===== src/hw/rtl/stbs_pkg.sv =====
// Shared constants, codes and control structs for the sorted-table search core.
package stbs_pkg;

   localparam int TABLE_DEPTH_DEFAULT = 1024;
   localparam int POS_W               = 10;
   localparam int VAL_W               = 32;
   localparam int REQ_DATA_W          = 96;
   localparam int RSP_DATA_W          = 16;

   localparam logic OP_WRITE  = 1'b0;
   localparam logic OP_SEARCH = 1'b1;

   // controller -> datapath
   typedef struct packed {
      logic write;   // store entry from request
      logic load;    // start a search
      logic step;    // evaluate current probe
      logic emit;    // copy result to output register
   } stbs_cmd_type;

   // datapath -> controller
   typedef struct packed {
      logic empty;   // requested range is empty after saturation
      logic finish;  // current probe ends the search
   } stbs_status_type;

endpackage


===== src/hw/rtl/stbs_ctrl.sv =====
// Control state machine: handshakes and search sequencing.
module stbs_ctrl (
   input  logic                     clock,
   input  logic                     reset,
   input  logic                     req_tvalid,
   output logic                     req_tready,
   input  logic                     req_op,
   output logic                     rsp_tvalid,
   input  logic                     rsp_tready,
   output stbs_pkg::stbs_cmd_type    cmd,
   input  stbs_pkg::stbs_status_type status
);
   import stbs_pkg::*;

   localparam logic [1:0] ST_IDLE = 2'd0;
   localparam logic [1:0] ST_CMP  = 2'd1;
   localparam logic [1:0] ST_DONE = 2'd2;

   logic [1:0] state_ff, state_in;
   logic       rsp_valid_ff, rsp_valid_in;
   logic       accept;
   logic       out_free;

   assign req_tready = (state_ff == ST_IDLE);
   assign rsp_tvalid = rsp_valid_ff;
   assign accept     = req_tvalid && req_tready;
   assign out_free   = !rsp_valid_ff || rsp_tready;

   always_comb begin
      state_in     = state_ff;
      rsp_valid_in = rsp_valid_ff && !rsp_tready;
      cmd          = '0;
      case (state_ff)
         ST_IDLE: begin
            if (accept) begin
               if (req_op == OP_SEARCH) begin
                  cmd.load = 1'b1;
                  state_in = status.empty ? ST_DONE : ST_CMP;
               end else begin
                  cmd.write = 1'b1;
               end
            end
         end
         ST_CMP: begin
            cmd.step = 1'b1;
            if (status.finish) begin
               state_in = ST_DONE;
            end
         end
         ST_DONE: begin
            if (out_free) begin
               cmd.emit     = 1'b1;
               rsp_valid_in = 1'b1;
               state_in     = ST_IDLE;
            end
         end
         default: begin
            state_in = ST_IDLE;
         end
      endcase
   end

   always_ff @(posedge clock) begin
      if (reset) begin
         state_ff     <= ST_IDLE;
         rsp_valid_ff <= 1'b0;
      end else begin
         state_ff     <= state_in;
         rsp_valid_ff <= rsp_valid_in;
      end
   end

endmodule


===== config.mk =====
export PLATFORM = sky130hd
export DESIGN_NAME = stbs_ctrl
export DESIGN_NICKNAME = d
export VERILOG_FILES = /design/src/hw/rtl/stbs_pkg.sv /design/src/hw/rtl/stbs_ctrl.sv
export SDC_FILE = /design/constraint.sdc
export NUM_CORES = 1
export LEC_CHECK = 0
export BUFFER_PORTS_ARGS = -buffer_cell sky130_fd_sc_hd__buf_2
export CORE_AREA = 2 2 39 41
export CTS_BUF_LIST = sky130_fd_sc_hd__clkbuf_16
export DETAILED_ROUTE_END_ITERATION = 8
export DIE_AREA = 0 0 41 43
export SETUP_SLACK_MARGIN = 0.1
export SLEW_MARGIN = 20
export SYNTH_ARGS = -nofsm -noshare
export SYNTH_HDL_FRONTEND = slang
export SYNTH_SLANG_ARGS = --single-unit

===== constraint.sdc =====
create_clock -name clock -period 1.1 [get_ports clock]
set_input_delay 0.165 -clock clock [delete_from_list [all_inputs] [get_ports clock]]
set_output_delay 0.165 -clock clock [all_outputs]
set_load 0.005 [all_outputs]

==> results.py <==
metrics = {
    "run_status": {
        "outcome": "finished, violations left",
        "violations": "negative setup slack",
    },
    "routing": {
        "viasPerCell": 3.860,
        "wl_um": 420,
        "ant_nets": 0,
        "drt-initial-drc-count": 3,
        "firstDrtPassIters": 2,
        "wl_per_cell_um": 8.400,
        "drc": 0,
        "vias": 193,
    },
    "layout": {
        "nFillCells": 152,
        "final_util": 0.2559,
        "nNetsFinal": 42,
        "antenna_cells": 0,
        "layout_commonest_cell": "buf_2",
        "area_delta_synth_final_pct": 106.6,
        "most-common-layout-cells": "12 x buf_2, 3 x clkbuf_16, 2 x a21oi_1",
        "fin_area_um2": 354.1,
        "layout-drive-gt1-share": 0.6765,
    },
    "grt": {
        "grt_pass1_vias": 190,
        "grt-ovfl-total": 0,
        "grt_use_total": 0.06740,
        "antenna_found_initial": 0,
        "grt_pass1_wl_um": 738,
        "grt_max_degree": 8,
    },
    "critical_path": {
        "critPathLaunchType": "flop",
        "rr_worst_depth": 2,
        "critical_path_peak_fanout": 7,
        "cp.required_ps": 940,
        "r2r_end": "state_ff[0]",
        "regToRegStartpoint": "state_ff[0]",
        "worstPathArrival_ps": 940,
        "worst_setup_path_end_kind": "output pin",
        "crit_type": "flop to output pin",
        "r2r_slack_ps": 120,
    },
    "power_and_ir_drop": {
        "power_density_mw_per_mm2": 2054,
        "p_leak_uw": 0.0001514,
        "ir_drop_mv": 0.7344,
        "p_total_uw": 727.1,
    },
    "floorplanning": {
        "die-height_um": 43,
        "die_x_um": 41,
        "initial_core_util": 0.1239,
        "num_rows": 14,
        "coreArea_mm2": 0.001384,
        "die_area_mm2": 0.001763,
        "ios": 13,
    },
    "clocking": {
        "clk_pin_slew_ps": 30,
        "numCtsBuffers": 3,
        "post_cts_buffers": 0,
        "cts_tree": "done",
        "htreeDepth": 1,
        "insertion_delay_ps": 220,
        "cts.sinks": 3,
        "clk_path_buf_depth": 2,
        "root_buffer": "clkbuf_16",
    },
    "sta": {
        "slew_headroom": 0.8800,
        "finalCritPeriodShare": 1.008,
        "rsz0062_at_grt": "true",
        "tightest_slew_ps": 179.6,
        "fin_ws_ps": -8.779,
        "post-route-min-period_ps": 1109,
        "finalHoldViolCount": 0,
        "skew_ps": 0.8408,
        "drv_slew": 0,
        "setup_viol": 1,
        "timing.fmax_mhz": 901.9,
    },
    "min_path": {
        "hp-start": "reset",
        "holdPathEnd": "state_ff[0]",
        "min_path_type": "input port to flop",
        "worstHoldPathCells": 2,
    },
    "synth": {
        "synth.distinct_cells": 14,
        "ys_ff_latch": 3,
        "synth_nets": 25,
        "syn_area_per_cell_um2": 9.523,
        "ys_seq_area_frac": 0.3504,
        "synthTopCellsByArea": "dfxtp_1 35%, o2bb2a_4 12%, a211oi_2 7.3%",
        "yosysWarnings": 0,
        "yosysTopAreaCell": "dfxtp_1",
        "postSynthCellCount": 18,
        "synth_top_area_share": 0.3504,
        "synth_area_um2": 171.4,
    },
    "placed_design": {
        "place_congestion": 0.5994,
        "io_buffers": 12,
        "placed_area_um2": 251.5,
    },
    "run": {
        "drv_cap": 0,
    },
}
==> logic make-up after synthesis <==
group	Yosys count	share of synthesized area
simple gates	11	0.4015
compound gates	4	0.2482
flops	3	0.3504
==> worst max-delay path by stage <==
stage	start	endpoint	slack, ps	depth (start not counted)
floorplan	state_ff[0]	state_ff[0]	130	2
global placement	state_ff[0]	state_ff[0]	110	2
detailed placement	state_ff[0]	state_ff[0]	80	2
CTS	state_ff[0]	cmd[3]	-40	2
global route	state_ff[0]	cmd[3]	-50	2
finish	state_ff[0]	cmd[3]	-9	2
==> cell usage after synthesis <==
cell / instances
nand2_1: 1
nor4b_1: 1
a211oi_2: 1
nor2b_2: 1
or3_1: 1
nor3_1: 1
a21oi_1: 2
nand4_1: 1
dfxtp_1: 3
nor2b_1: 1
or2b_1: 1
nand2b_1: 2
nor2_1: 1
o2bb2a_4: 1
==> worst max-delay path: stages, from the launching register on <==
cell and delay (ps):
dfxtp_2 340, nor4b_2 240, buf_2 140
==> through the flow <==
| step | setup WS [ps] | std cells | hold WS, ps | TNS (ps) |
|---|---|---|---|---|
| 2_1_floorplan | 128.5 | 18 | 229.6 | 0 |
| 3_3_place_gp | 110.9 | 46 | 368.9 | 0 |
| 3_5_place_dp | 77.30 | 46 | 367.4 | 0 |
| 4_1_cts | -39.82 | 50 | 130.9 | -39.82 |
| 5_1_grt | -52.35 | 50 | 153.9 | -121.2 |
| 6_report | -8.779 | 50 | 131.3 | -8.779 |
==> metal layers <==
| layer | vias up | global-route usage | share of wire |
|---|---|---|---|
| met4 | 0 | 0.06000 | 0 |
| met1 | 90 | 0.04854 | 0.29 |
| met2 | 5 | 0.1000 | 0.60 |
| met5 | - | 0 | 0 |
| li1 | 98 | - | - |
| met3 | 0 | 0.05759 | 0.11 |
==> sequential cells by signal, indices dropped and copies added, names as in the netlist <==
name and cells:
rsp_tvalid 1, state_ff 2
==> layout make-up <==
cell class | instances | area [µm²] | share of cell area
Clock buffer | 3 | 75.07 | 0.2120
Clock inverter | 1 | 3.754 | 0.01060
Multi-Input combinational cell | 15 | 130.1 | 0.3675
Sequential cell | 3 | 65.06 | 0.1837
Tap cell | 16 | 20.02 | 0.05654
Timing Repair Buffer | 12 | 60.06 | 0.1696
==> timing repair <==
action / 4_1_cts / 5_1_grt
endpoints found under the setup margin: 6 / 6
gates cloned: 0 / 0
pin swaps: 1 / 3
endpoints found under the hold margin: 0 / 0
hold buffers: 0 / 0
gates resized for setup: 5 / 1
==> report_power, final <==
group          internal [µW]  switching (µW)
sequential               113            6.86
clock                    468            89.9
combinational           29.4            20.4
(Power assumes the default switching activity.)
